--- config.mk ---
export PLATFORM = sky130hd
export DESIGN_NAME = tmcw_queue
export DESIGN_NICKNAME = d
export VERILOG_FILES = /design/src/rtl/text_mode_console_writer_macros.svh /design/src/rtl/tmcw_pkg.sv /design/src/rtl/tmcw_queue.sv
export SDC_FILE = /design/constraint.sdc
export NUM_CORES = 1
export LEC_CHECK = 0
export BUFFER_PORTS_ARGS = -buffer_cell sky130_fd_sc_hd__buf_2
export CAP_MARGIN = 20
export CORE_ASPECT_RATIO = 0.8
export CORE_UTILIZATION = 35
export DETAILED_ROUTE_END_ITERATION = 8
export PLACE_DENSITY_LB_ADDON = 0.12
export REMOVE_ABC_BUFFERS = 1
export SKIP_CTS_REPAIR_TIMING = 1
export SLEW_MARGIN = 20
export SYNTH_ARGS = -nofsm -noshare
export SYNTH_HDL_FRONTEND = slang
export SYNTH_SLANG_ARGS = --single-unit
export TNS_END_PERCENT = 1
--- constraint.sdc ---
create_clock -name clk -period 5.95 [get_ports clk]
set_input_delay 1.19 -clock clk [delete_from_list [all_inputs] [get_ports clk]]
set_output_delay 1.19 -clock clk [all_outputs]
set_load 0.02 [all_outputs]
--- src/rtl/text_mode_console_writer_macros.svh ---
// ----------------------------------------------------------------------------
// Console writer assertion macros
// Shorthand for the clocked checks at the end of the top level.
// ----------------------------------------------------------------------------
`ifndef TEXT_MODE_CONSOLE_WRITER_MACROS_SVH
`define TEXT_MODE_CONSOLE_WRITER_MACROS_SVH

// Check that cons holds in the same cycle as ante.
`define TMCW_ASSERT_IMPLY(name, ante, cons) \
  name: assert property (@(posedge clk) disable iff (rst) (ante) |-> (cons)) \
    else $error("console writer: same-cycle check failed");

// Check that cons holds in the cycle after ante.
`define TMCW_ASSERT_NEXT(name, ante, cons) \
  name: assert property (@(posedge clk) disable iff (rst) (ante) |=> (cons)) \
    else $error("console writer: next-cycle check failed");

`endif

--- src/rtl/tmcw_pkg.sv ---
// ----------------------------------------------------------------------------
// Console writer package
// Field widths, action and byte codes, and the command passed front to back.
// ----------------------------------------------------------------------------
package tmcw_pkg;

  localparam int ACT_W      = 2;
  localparam int BYTE_W     = 8;
  localparam int COL_W      = 7;
  localparam int ROW_W      = 5;
  // Row of a grid cell; grids go up to 64 rows.
  localparam int CELL_ROW_W = 6;

  typedef enum logic [ACT_W-1:0] {
    ACT_PUT    = 2'd0,
    ACT_LOCATE = 2'd1,
    ACT_CLEAR  = 2'd2,
    ACT_READ   = 2'd3
  } action_t;

  typedef enum logic [1:0] {
    LEAD_NONE = 2'd0,
    LEAD_D0   = 2'd1,
    LEAD_D1   = 2'd2,
    LEAD_ESC  = 2'd3
  } lead_t;

  localparam logic [7:0] CH_NUL      = 8'h00;
  localparam logic [7:0] CH_LF       = 8'h0A;
  localparam logic [7:0] CH_LEAD_D0  = 8'hD0;
  localparam logic [7:0] CH_LEAD_D1  = 8'hD1;
  localparam logic [7:0] CH_ESC      = 8'h1B;
  localparam logic [7:0] CH_YO_UP    = 8'h81;
  localparam logic [7:0] CP_YO_UP    = 8'hF0;
  localparam logic [7:0] OFS_D0      = 8'h10;
  localparam logic [7:0] CH_YO_LOW   = 8'h91;
  localparam logic [7:0] CP_YO_LOW   = 8'hF1;
  localparam logic [7:0] D1_SPLIT    = 8'hB0;
  localparam logic [7:0] OFS_D1_LOW  = 8'h60;
  localparam logic [7:0] OFS_D1_HIGH = 8'h10;
  localparam logic [7:0] ATTR_RESET  = 8'h07;

  // One request, classified: what the memory side does and the cursor to report.
  typedef struct packed {
    logic                  wr_cell;
    logic                  scroll;
    logic                  clear;
    logic                  rd_cell;
    logic [CELL_ROW_W-1:0] row;
    logic [COL_W-1:0]      col;
    logic [BYTE_W-1:0]     ch;
    logic [BYTE_W-1:0]     attr;
    logic [COL_W-1:0]      cur_col;
    logic [ROW_W-1:0]      cur_row;
  } cmd_t;

endpackage

--- src/rtl/tmcw_queue.sv ---
// ----------------------------------------------------------------------------
// Console writer command queue
// Two-entry FIFO between the front end and the memory sequencer.
// ----------------------------------------------------------------------------
module tmcw_queue (
  input  logic           clk,
  input  logic           rst,
  input  tmcw_pkg::cmd_t push_cmd,
  input  logic           push_valid,
  output logic           push_ready,
  output tmcw_pkg::cmd_t pop_cmd,
  output logic           pop_valid,
  input  logic           pop_ready
);

  tmcw_pkg::cmd_t slot [2];
  logic           wr_ptr;
  logic           rd_ptr;
  logic [1:0]     count;
  logic           do_push;
  logic           do_pop;

  assign push_ready = (count != 2'd2);
  assign pop_valid  = (count != 2'd0);
  assign pop_cmd    = slot[rd_ptr];
  assign do_push    = push_valid && push_ready;
  assign do_pop     = pop_valid && pop_ready;

  always_ff @(posedge clk) begin
    if (do_push) begin
      slot[wr_ptr] <= push_cmd;
    end
  end

  always_ff @(posedge clk) begin
    if (rst) begin
      wr_ptr <= 1'b0;
      rd_ptr <= 1'b0;
      count  <= 2'd0;
    end else begin
      if (do_push) wr_ptr <= ~wr_ptr;
      if (do_pop)  rd_ptr <= ~rd_ptr;
      case ({do_push, do_pop})
        2'b10:   count <= count + 2'd1;
        2'b01:   count <= count - 2'd1;
        default: count <= count;
      endcase
    end
  end

endmodule

==> metrics <==
status completed; DIE HEIGHT 90.89 um; Worst Path Required 4760 ps; hold path start rd_ptr$_SDFFE_PP0P_; most common cell in the netlist edfxtp_1; Worst-path clk slew 60 ps; Sum Neg Setup Slack 0 ps; first-pass GRT wire length 8.852 mm; ys async rst share 0%; PD cells 454.7 mW/mm^2; CTS sink count 95; Final min period 2898 ps; CTS Buffer Depth 2; Worst Max-Slew Pin Slew 645.3 ps; H-Tree Depth 3; sequential element share of the synthesized area 81.07%; die area 0.01028 mm^2; Core Area 0.009609 mm^2; GPL Wtd Cong 0.6633; VDD IR max 270.8 uV; clock skew 5.400 ps; # IOs 96; Gate Count Post-Synth 164; Slew headroom 56.98%; Die Width 113.1 um; Slew Viols, Final 0; critical path fanouts, max 45; DRT Wirelength 5.920 mm; Top FF cell, synth edfxtp_1; Mean Syn Cell Area 21.08 um^2; EDFF count, synth 90; RSZ-0062 raised after global routing no; Most Used Layer, Global Route met2; Synth area leaders edfxtp_1 (78%), mux2_2 (15%), dfxtp_1 (2.9%); Initial DRC Count 43; grt met3 use 6.577%; Syn Std Cell Area 0.003457 mm^2; final worst slack 3052 ps; P_leak 1.622 nW; Initial Utilization 35.98%; maximum operating frequency 345.0 MHz; met1 usage 14.01%; Critical Path AT 1710 ps; Hold WS 522.3 ps; Num CTS Buffers 9; P&R area growth vs syn 26.31%; Root Driver clkbuf_16; DRT Pass-1 Iters 4; vias per std cell 4.596; class of the worst hold path flip-flop to flip-flop; diode count 0; Commonest cells post-synth edfxtp_1 (90), mux2_2 (45), buf_2 (5), dfxtp_1 (5), nor2_1 (3); initial antenna violation count 0; register bit count reported by yosys 95; Yosys warning count 0; CP Launch Type flip-flop; Critical Path Slowest Stage Cell dfxtp_4; Antenna Nets Post-Route 0; largest net degree at the start of global routing 46; reg2reg start count[0]$_SDFFE_PP0P_; crit-path max cell delay 770 ps; critical path, cell by cell mux2_2 > buf_2; Cell variety after synth 19; Crit. End Element output pin; Via Count 1797; Synth top area share 78.18%; pre-CTS WS 3238 ps; met2 global-route usage 18.46%; area leader, netlist edfxtp_1; CTS tree built; final hold vios 0; vias in the first global route 1757; share of cells above drive strength 1 57.72%; Final #Nets 317; HPWL after DPL 3.562 mm; worst skew pair latency 330 ps; Final setup viols 0; routed len/inst 15.14 um; DRC Markers 0; WS Path Type flip-flop to output pin; I/O Buffers 95; final worst path period share 48.71%; Remaining Overflow, GRT 0; num rows 32; max-cap viol count 0; Overall Global Routing Usage 11.96%
==> logic make-up (layout without fill, tap and decap cells) <==
logic type / after synthesis / in the layout / synth area share (%)
DFF: 95 / 95 / 81.07
xor gates and xnor gates: 3 / 3 / 0.7602
adders and majority gates: 1 / 1 / 0.3619
muxes: 45 / 45 / 14.66
AOI/OAI and AO/OA: 5 / 5 / 0.9410
buffers and inverters: 6 / 114 / 0.8322
and+or+nand+nor: 9 / 9 / 1.376
==> routing by layer <==
| layer | wire length [um] | share of wire [%] |
|---|---|---|
| met1 | 2655 | 45 |
| met2 | 2655 | 45 |
| met3 | 518 | 8.8 |
| met4 | 90 | 1.5 |
| met5 | 0 | 0 |
==> layout make-up <==
class | count | area [um^2]
Multi-Input combinational cell | 63 | 626.9
Clock buffer | 15 | 247.7
Fill cell | 873 | 5243
Tap cell | 119 | 148.9
Sequential cell | 95 | 2806
Timing Repair Buffer | 97 | 503.0
Clock inverter | 1 | 30.03
Inverter | 1 | 3.754
==> stage by stage <==
step	instance area (um^2)	cells	power, mW	utilization (%)
floorplan	3432	159	1.278	-
finish	4367	391	1.986	45.44
CTS	4347	390	2.010	45.23
global route	4367	391	2.078	45.44
global placement	4066	374	1.464	42.32
detailed placement	4069	374	1.465	42.34
==> registers in the layout, summed over array words and instances (netlist names), named ones only <==
signal and flops:
rd_ptr 1, wr_ptr 1, slot 90, count 2
==> worst paths after layout <==
| kind | depth (start not counted) | slack, ps | endpoint |
|---|---|---|---|
| worst max register to register | 3 | 3950 | slot[1][1]$_DFFE_PP_ |
| worst min register to register | 2 | 520 | flip-flop |
| worst max-delay path | 2 | 3050 | pop_cmd[18] |
| worst min-delay path | 2 | 520 | flip-flop |
==> layout by cell type, fill, tap and decap left out, drive strengths merged <==
cell,n
nand2b,1
ha,1
o21a,1
bufinv,1
a21oi,2
edfxtp,90
mux2,45
inv,1
and3,1
or3,1
dfxtp,5
clkbuf,15
nor2,3
a21bo,1
nand3b,1
o21ai,1
buf,97
xor2,1
nand2,1
xnor2,2
or2,1
==> worst max-delay path: cells and delay by family, from the launching register on <==
kind,cells,cell delay [ps]
flops,1,770
mux,1,420
buf+inv,1,160
==> where the power goes <==
group	switching, mW	leakage [nW]	internal (mW)
Sequential	0.0731	0.884	0.847
Clock	0.211	0.132	0.326
Combinational	0.298	0.606	0.230
(Power assumes the default switching activity.)
