File: src/rtl/text_mode_console_writer_macros.svh
// ----------------------------------------------------------------------------
// Console writer assertion macros
// Shorthand for the clocked checks at the end of the top level.
// ----------------------------------------------------------------------------
`ifndef TEXT_MODE_CONSOLE_WRITER_MACROS_SVH
`define TEXT_MODE_CONSOLE_WRITER_MACROS_SVH

// Check that cons holds in the same cycle as ante.
`define TMCW_ASSERT_IMPLY(name, ante, cons) \
  name: assert property (@(posedge clk) disable iff (rst) (ante) |-> (cons)) \
    else $error("console writer: same-cycle check failed");

// Check that cons holds in the cycle after ante.
`define TMCW_ASSERT_NEXT(name, ante, cons) \
  name: assert property (@(posedge clk) disable iff (rst) (ante) |=> (cons)) \
    else $error("console writer: next-cycle check failed");

`endif

File: src/rtl/tmcw_pkg.sv
// ----------------------------------------------------------------------------
// Console writer package
// Field widths, action and byte codes, and the command passed front to back.
// ----------------------------------------------------------------------------
package tmcw_pkg;

  localparam int ACT_W      = 2;
  localparam int BYTE_W     = 8;
  localparam int COL_W      = 7;
  localparam int ROW_W      = 5;
  // Row of a grid cell; grids go up to 64 rows.
  localparam int CELL_ROW_W = 6;

  typedef enum logic [ACT_W-1:0] {
    ACT_PUT    = 2'd0,
    ACT_LOCATE = 2'd1,
    ACT_CLEAR  = 2'd2,
    ACT_READ   = 2'd3
  } action_t;

  typedef enum logic [1:0] {
    LEAD_NONE = 2'd0,
    LEAD_D0   = 2'd1,
    LEAD_D1   = 2'd2,
    LEAD_ESC  = 2'd3
  } lead_t;

  localparam logic [7:0] CH_NUL      = 8'h00;
  localparam logic [7:0] CH_LF       = 8'h0A;
  localparam logic [7:0] CH_LEAD_D0  = 8'hD0;
  localparam logic [7:0] CH_LEAD_D1  = 8'hD1;
  localparam logic [7:0] CH_ESC      = 8'h1B;
  localparam logic [7:0] CH_YO_UP    = 8'h81;
  localparam logic [7:0] CP_YO_UP    = 8'hF0;
  localparam logic [7:0] OFS_D0      = 8'h10;
  localparam logic [7:0] CH_YO_LOW   = 8'h91;
  localparam logic [7:0] CP_YO_LOW   = 8'hF1;
  localparam logic [7:0] D1_SPLIT    = 8'hB0;
  localparam logic [7:0] OFS_D1_LOW  = 8'h60;
  localparam logic [7:0] OFS_D1_HIGH = 8'h10;
  localparam logic [7:0] ATTR_RESET  = 8'h07;

  // One request, classified: what the memory side does and the cursor to report.
  typedef struct packed {
    logic                  wr_cell;
    logic                  scroll;
    logic                  clear;
    logic                  rd_cell;
    logic [CELL_ROW_W-1:0] row;
    logic [COL_W-1:0]      col;
    logic [BYTE_W-1:0]     ch;
    logic [BYTE_W-1:0]     attr;
    logic [COL_W-1:0]      cur_col;
    logic [ROW_W-1:0]      cur_row;
  } cmd_t;

endpackage

File: src/rtl/tmcw_if.sv
// ----------------------------------------------------------------------------
// Console writer channels
// Request, response and margin-write channels with valid/ready handshake.
// ----------------------------------------------------------------------------
interface tmcw_in_if;
  logic                           valid;
  logic                           ready;
  logic [tmcw_pkg::ACT_W-1:0]     action;
  logic [tmcw_pkg::BYTE_W-1:0]    data_byte;
  logic [tmcw_pkg::COL_W-1:0]     col_in;
  logic [tmcw_pkg::ROW_W-1:0]     row_in;
  modport source (output valid, action, data_byte, col_in, row_in, input ready);
  modport sink (input valid, action, data_byte, col_in, row_in, output ready);
endinterface


interface tmcw_cfg_if;
  logic                           valid;
  logic                           ready;
  logic [tmcw_pkg::COL_W-1:0]     left_margin;
  modport source (output valid, left_margin, input ready);
  modport sink (input valid, left_margin, output ready);
endinterface

File: src/rtl/tmcw_front.sv
// ----------------------------------------------------------------------------
// Console writer front end
// Decodes each request, tracks cursor, attribute and lead byte, emits commands.
// ----------------------------------------------------------------------------
module tmcw_front #(
  parameter int COLUMNS = 80,
  parameter int ROWS    = 25
) (
  input  logic           clk,
  input  logic           rst,
  tmcw_in_if.sink        req,
  tmcw_cfg_if.sink       cfg,
  output tmcw_pkg::cmd_t push_cmd,
  output logic           push_valid,
  input  logic           push_ready
);

  localparam int POS_W = $clog2(ROWS + 1);
  localparam logic [POS_W-1:0]          ROW_HIDE = POS_W'(ROWS);
  localparam logic [POS_W-1:0]          ROW_LAST = POS_W'(ROWS - 1);
  localparam logic [tmcw_pkg::COL_W-1:0] COL_LAST = tmcw_pkg::COL_W'(COLUMNS - 1);
  localparam logic [7:0]                COL_LIM  = 8'(COLUMNS);
  localparam logic [7:0]                ROW_LIM  = 8'(ROWS);

  logic [tmcw_pkg::COL_W-1:0]  col_pos, col_next;
  logic [POS_W-1:0]            row_pos, row_next;
  logic [tmcw_pkg::BYTE_W-1:0] text_attr, text_attr_next;
  tmcw_pkg::lead_t             lead_kind, lead_kind_next;
  logic [tmcw_pkg::COL_W-1:0]  left_margin, left_margin_next;
  logic [tmcw_pkg::COL_W-1:0]  margin_col;
  logic                        emit_en;
  logic [tmcw_pkg::BYTE_W-1:0] emit_ch;
  logic                        emit_lf;
  logic                        accept;
  tmcw_pkg::cmd_t              cmd;

  assign req.ready  = push_ready;
  assign push_valid = req.valid;
  assign accept     = req.valid && push_ready;
  assign cfg.ready  = 1'b1;
  assign push_cmd   = cmd;

  assign margin_col = (8'(left_margin) >= COL_LIM) ? COL_LAST : left_margin;
  assign emit_lf    = (emit_ch == tmcw_pkg::CH_LF);

  always_comb begin
    col_next         = col_pos;
    row_next         = row_pos;
    text_attr_next   = text_attr;
    lead_kind_next   = lead_kind;
    left_margin_next = left_margin;
    emit_en          = 1'b0;
    emit_ch          = req.data_byte;
    cmd              = '0;
    cmd.attr         = text_attr;
    case (tmcw_pkg::action_t'(req.action))
      tmcw_pkg::ACT_PUT: begin
        if (lead_kind != tmcw_pkg::LEAD_NONE) begin
          lead_kind_next = tmcw_pkg::LEAD_NONE;
          case (lead_kind)
            tmcw_pkg::LEAD_ESC: text_attr_next = req.data_byte;
            tmcw_pkg::LEAD_D0: begin
              emit_en = 1'b1;
              emit_ch = (req.data_byte == tmcw_pkg::CH_YO_UP) ? tmcw_pkg::CP_YO_UP
                        : req.data_byte - tmcw_pkg::OFS_D0;
            end
            tmcw_pkg::LEAD_D1: begin
              emit_en = 1'b1;
              if (req.data_byte == tmcw_pkg::CH_YO_LOW) begin
                emit_ch = tmcw_pkg::CP_YO_LOW;
              end else if (req.data_byte < tmcw_pkg::D1_SPLIT) begin
                emit_ch = req.data_byte + tmcw_pkg::OFS_D1_LOW;
              end else begin
                emit_ch = req.data_byte + tmcw_pkg::OFS_D1_HIGH;
              end
            end
            default: ;
          endcase
        end else if (req.data_byte == tmcw_pkg::CH_LEAD_D0) begin
          lead_kind_next = tmcw_pkg::LEAD_D0;
        end else if (req.data_byte == tmcw_pkg::CH_LEAD_D1) begin
          lead_kind_next = tmcw_pkg::LEAD_D1;
        end else if (req.data_byte == tmcw_pkg::CH_ESC) begin
          lead_kind_next = tmcw_pkg::LEAD_ESC;
        end else if (req.data_byte != tmcw_pkg::CH_NUL) begin
          emit_en = 1'b1;
        end
      end
      tmcw_pkg::ACT_LOCATE: begin
        col_next = (8'(req.col_in) >= COL_LIM) ? COL_LAST : req.col_in;
        row_next = (8'(req.row_in) >= ROW_LIM) ? ROW_HIDE : POS_W'(req.row_in);
      end
      tmcw_pkg::ACT_CLEAR: begin
        cmd.clear        = 1'b1;
        cmd.attr         = req.data_byte;
        col_next         = '0;
        row_next         = '0;
        text_attr_next   = req.data_byte;
        left_margin_next = '0;
        lead_kind_next   = tmcw_pkg::LEAD_NONE;
      end
      tmcw_pkg::ACT_READ: begin
        cmd.rd_cell = (8'(req.col_in) < COL_LIM) && (8'(req.row_in) < ROW_LIM);
        cmd.row     = tmcw_pkg::CELL_ROW_W'(req.row_in);
        cmd.col     = req.col_in;
      end
      default: ;
    endcase

    // Print one character: write the cell, step the cursor, wrap and scroll.
    if (emit_en) begin
      cmd.ch      = emit_ch;
      cmd.row     = tmcw_pkg::CELL_ROW_W'(row_pos);
      cmd.col     = col_pos;
      cmd.wr_cell = (row_pos != ROW_HIDE) && (8'(col_pos) < COL_LIM) && !emit_lf;
      if ((8'(col_pos) + 8'd1 >= COL_LIM) || emit_lf) begin
        col_next = margin_col;
        if (row_pos != ROW_HIDE) begin
          if (row_pos == ROW_LAST) begin
            cmd.scroll = 1'b1;
          end else begin
            row_next = row_pos + POS_W'(1);
          end
        end
      end else begin
        col_next = col_pos + tmcw_pkg::COL_W'(1);
      end
    end

    cmd.cur_col = col_next;
    cmd.cur_row = tmcw_pkg::ROW_W'(row_next);
  end

  always_ff @(posedge clk) begin
    if (rst) begin
      col_pos     <= '0;
      row_pos     <= '0;
      text_attr   <= tmcw_pkg::ATTR_RESET;
      lead_kind   <= tmcw_pkg::LEAD_NONE;
      left_margin <= '0;
    end else begin
      if (accept) begin
        col_pos     <= col_next;
        row_pos     <= row_next;
        text_attr   <= text_attr_next;
        lead_kind   <= lead_kind_next;
      end
      if (cfg.valid) begin
        left_margin <= cfg.left_margin;
      end else if (accept) begin
        left_margin <= left_margin_next;
      end
    end
  end

endmodule

File: src/flat_wrapper.sv
// flat-port wrapper written by rule: the top's interface ports become plain ports
module tmcw_front_flat 
#(
  parameter int COLUMNS = 80,
  parameter int ROWS    = 25
)
  (clk, rst, push_cmd, push_valid, push_ready, req_valid, req_action, req_data_byte, req_col_in, req_row_in, req_ready, cfg_valid, cfg_left_margin, cfg_ready);
  tmcw_in_if req_i ();
  tmcw_cfg_if cfg_i ();
  input  logic clk;
  input  logic rst;
  output tmcw_pkg::cmd_t push_cmd;
  output logic push_valid;
  input  logic push_ready;
  input wire logic [$bits(req_i.valid)-1:0] req_valid;
  input wire logic [$bits(req_i.action)-1:0] req_action;
  input wire logic [$bits(req_i.data_byte)-1:0] req_data_byte;
  input wire logic [$bits(req_i.col_in)-1:0] req_col_in;
  input wire logic [$bits(req_i.row_in)-1:0] req_row_in;
  output wire logic [$bits(req_i.ready)-1:0] req_ready;
  input wire logic [$bits(cfg_i.valid)-1:0] cfg_valid;
  input wire logic [$bits(cfg_i.left_margin)-1:0] cfg_left_margin;
  output wire logic [$bits(cfg_i.ready)-1:0] cfg_ready;
  assign req_i.valid = req_valid;
  assign req_i.action = req_action;
  assign req_i.data_byte = req_data_byte;
  assign req_i.col_in = req_col_in;
  assign req_i.row_in = req_row_in;
  assign req_ready = req_i.ready;
  assign cfg_i.valid = cfg_valid;
  assign cfg_i.left_margin = cfg_left_margin;
  assign cfg_ready = cfg_i.ready;
  tmcw_front #(.COLUMNS(COLUMNS), .ROWS(ROWS)) u_core (.clk(clk), .rst(rst), .req(req_i), .cfg(cfg_i), .push_cmd(push_cmd), .push_valid(push_valid), .push_ready(push_ready));
endmodule
File: config.mk
export PLATFORM = sky130hd
export DESIGN_NAME = tmcw_front_flat
export DESIGN_NICKNAME = d
export VERILOG_FILES = /design/src/rtl/text_mode_console_writer_macros.svh /design/src/rtl/tmcw_pkg.sv /design/src/rtl/tmcw_if.sv /design/src/rtl/tmcw_front.sv /design/src/flat_wrapper.sv
export SDC_FILE = /design/constraint.sdc
export NUM_CORES = 1
export LEC_CHECK = 0
export ABC_AREA = 1
export BUFFER_PORTS_ARGS = -buffer_cell sky130_fd_sc_hd__buf_2
export CORE_AREA = 2 2 88 90
export DETAILED_ROUTE_END_ITERATION = 12
export DIE_AREA = 0 0 90 92
export PLACE_DENSITY = 0.74
export SYNTH_ARGS = -nofsm -noshare
export SYNTH_HDL_FRONTEND = slang
export SYNTH_SLANG_ARGS = --single-unit
File: constraint.sdc
create_clock -name clk -period 6.6 [get_ports clk]
set_input_delay 1.65 -clock clk [delete_from_list [all_inputs] [get_ports clk]]
set_output_delay 1.65 -clock clk [all_outputs]
set_load 0.005 [all_outputs]
==> impl_results.md <==
- RSZ-0062 raised after global routing: no
- Crit path capture: push_cmd[10]
- Slowest stage cell, crit path: clkinv_4
- Post-CTS setup buffers: 0
- Crit path time final: 5.52 ns
- Worst r2r src: u_core.lead_kind[0]
- I/O Buffers: 79
- Pwr dens: 159 nW/µm²
- Clk Latency, worst-skew pair: 0.28 ns
- R2R Path End: u_core.row_pos[4]
- Final hold vios: 0
- Total GRT Usage: 0.187
- R2R Setup Slk: 4.16 ns
- Final ANT Viol Nets: 0
- Clock Tree Root: clkbuf_8
- Maximum vdd ir drop: 0.000152 V
- Io pins: 82
- Mapped cell area: 2830 µm²
- Max Freq: 181 MHz
- DR vias/cell: slightly below 5
- # rows: 32
- Slew headroom: 0.566
- Clock Sinks: 29
- Yosys cell types: 42
- GP Congestion: 0.871
- Largest net degree at the start of global routing: 37
- CP endpoint kind: output port
- Syn Area/Cell: 6.27 µm²
- GR Overflow Total: 0
- Initial antenna violation count: 0
- Die outline area: about 8300 µm²
- H-tree depth: 2
- First-pass GRT wire length: roughly 13000 µm
- First-pass iteration count of the detailed router: 4
- Status: complete, no violations
- Placed Area: 3250 µm²
- Initial Utilization: 0.380
- Num CTS Buffers: 5
- Worst-path fanout max: 36
- Setup TNS Final: 0 ns
- CP startpoint kind: input port
- TritonCTS clock tree: yes
- First DRT Iteration DRCs: approximately 170
- Register area: 581 µm²
- Max Slew Vio Count: 0
- MaxCap Viol Count: 0
- Worst Path Arrival: 3.87 ns
- Core box area: 7450 µm²
- Syn nets: between 500 and 600
- Layout fillers: between 800 and 900
- Die W: 90 µm
- Final routed DRC violation total: 0
- Reg2reg path depth: 15
- Post-synthesis sequential area ratio: 0.205
- Chip height: 92 µm
- Final setup viols: 0
- Post-Synthesis Cells: around 450
- Crit path from: req_data_byte[5]
- Crit Path Class: input port to output port
- Critical Path Max Stage Delay: between 0.3 and 0.4 ns
- Via count: just over 3000
- Number of global-route vias before repair: between 2000 and 3000
- CTS Buffer Depth: 2
- YS warnings: 0
- Final setup skew: 0.0136 ns
- Fraction of layout cells with a size suffix above 1: 0.240
- Hold Path Cell Cnt: 2
- Fin crit share: 0.836
- Lkg Pwr: 0.00175 µW
- Area of the multi-input gates: ~1900 µm²
- Wire per inst: 12.4 µm
- Final instance area: 3370 µm²
- Number of synthesized register bits: 29
- Worst slew pin tran: 0.650 ns
- # diodes: 0
- P&R area growth vs syn: 19.0%
- CP required: 4.95 ns
- Clock transition at path regs: roughly 0.06 ns
- Hpwl dp: 6030 µm
- Nets@finish: approximately 570
- CP cell instances: buf_2 -> inv_1 -> ha_1 -> nand3_1 -> nor4_1 -> nor2_1 -> nand3_1 -> nand2_1 -> clkinv_4 -> o221ai_1 -> nand2_1 -> inv_1 -> buf_2
- Routed Wire Length: slightly below 8000 µm
- Post-cts sizing count: 0
- Tightest Hold Check Type: flip-flop to flip-flop
- # hold bufs at CTS: 0
critical path, delay by kind of cell:
kind	cells	cell delay [ns]
fa+ha+maj	1	0.23
simple gates	6	1.01
compound gates	1	0.17
buf+inv	5	0.81
through the flow:
step / worst slack, ns / power [µW] / cells / utilization / hold slack (ns)
CTS: 1.09 / 540 / 623 / 0.452 / 0.470
global route: 0.891 / 571 / 623 / 0.452 / 0.491
global placement: 1.24 / 347 / 615 / 0.436 / 0.455
finish: 1.08 / 536 / 623 / 0.452 / 0.469
detailed placement: 1.10 / 348 / 615 / 0.436 / 0.460
floorplan: 1.80 / 298 / 451 / - / 0.441
per-layer routing:
metal  part of all wire  vias up  global-route usage
li1                   -     1601                   -
met1               0.45     1395               0.233
met2               0.50       79               0.336
met3              0.046        7              0.0279
met4              0.010        0              0.0513
met5                  0        -                   0
synthesized netlist by cell type, drive strengths merged:
cell type / instances / area, µm²
a21oi: 34 / 208
a221oi: 1 / 8.76
a22oi: 1 / 7.51
a31oi: 1 / 6.26
a32oi: 2 / 17.5
buf: 11 / 78.8
clkbuf: 6 / 22.5
clkinv: 4 / 20.0
conb: 2 / 7.51
dfxtp: 29 / 581
ha: 19 / 238
inv: 66 / 248
nand2: 108 / 455
nand3: 54 / 270
nand4: 3 / 33.8
nor2: 27 / 119
nor3: 7 / 40.0
nor3b: 2 / 15.0
nor4: 1 / 6.26
o211ai: 3 / 22.5
o21ai: 52 / 283
o21bai: 1 / 7.51
o221ai: 2 / 17.5
o22ai: 1 / 6.26
or2: 5 / 31.3
xnor2: 2 / 17.5
xor2: 7 / 61.3
registers in the layout, summed over array words and instances, names as in the netlist:
name / flops
u_core.row_pos: 5
u_core.col_pos: 7
u_core.left_margin: 7
u_core.text_attr: 8
u_core.lead_kind: 2
logic make-up (layout without fill, tap and decap cells):
kind of cell | Yosys count | count (layout) | synth area share
xor+xnor | 9 | 9 | 0.0279
flops | 29 | 29 | 0.205
fa+ha+maj | 19 | 19 | 0.0840
compound gates | 98 | 98 | 0.207
other cells | 2 | 2 | 0.00265
buf+inv | 87 | 157 | 0.130
simple gates | 207 | 207 | 0.343
report_power, final:
part	internal (µW)	switching [µW]	leakage, µW
Sequential	185	6.93	0.000238
Clock	123	67.2	0.0000585
Combinational	57.1	97.1	0.00146
Total	365	171	0.00175
worst min-delay path by stage:
| stage | from | endpoint | slack (ns) |
|---|---|---|---|
| floorplan | u_core.left_margin[1] | u_core.left_margin[1] | 0.44 |
| global placement | u_core.left_margin[0] | u_core.left_margin[0] | 0.45 |
| detailed placement | u_core.left_margin[3] | u_core.left_margin[3] | 0.46 |
| CTS | u_core.left_margin[3] | u_core.left_margin[3] | 0.47 |
| global route | u_core.left_margin[0] | u_core.left_margin[0] | 0.49 |
| finish | u_core.left_margin[3] | u_core.left_margin[3] | 0.47 |
final cells by class:
class	instances	area share
multi-input cells	335	0.558
flip-flops and latches	29	0.172
repair buffers	79	0.117
inverters	70	0.0795
well taps	102	0.0379
clock buffers	7	0.0256
clock inverters	1	0.00892
layout by cell type, fill, tap and decap left out, drive strengths merged, types with 4 or more instances in the layout:
cell type  synthesis  routed
clkbuf             6       7
ha                19      19
o21ai             52      52
nand2            108     108
clkinv             4       4
a21oi             34      34
inv               66      66
nor3               7       7
nand3             54      54
nor2              27      27
dfxtp             29      29
xor2               7       7
or2                5       5
buf               11      79
Power figures use the tool's default switching activity.
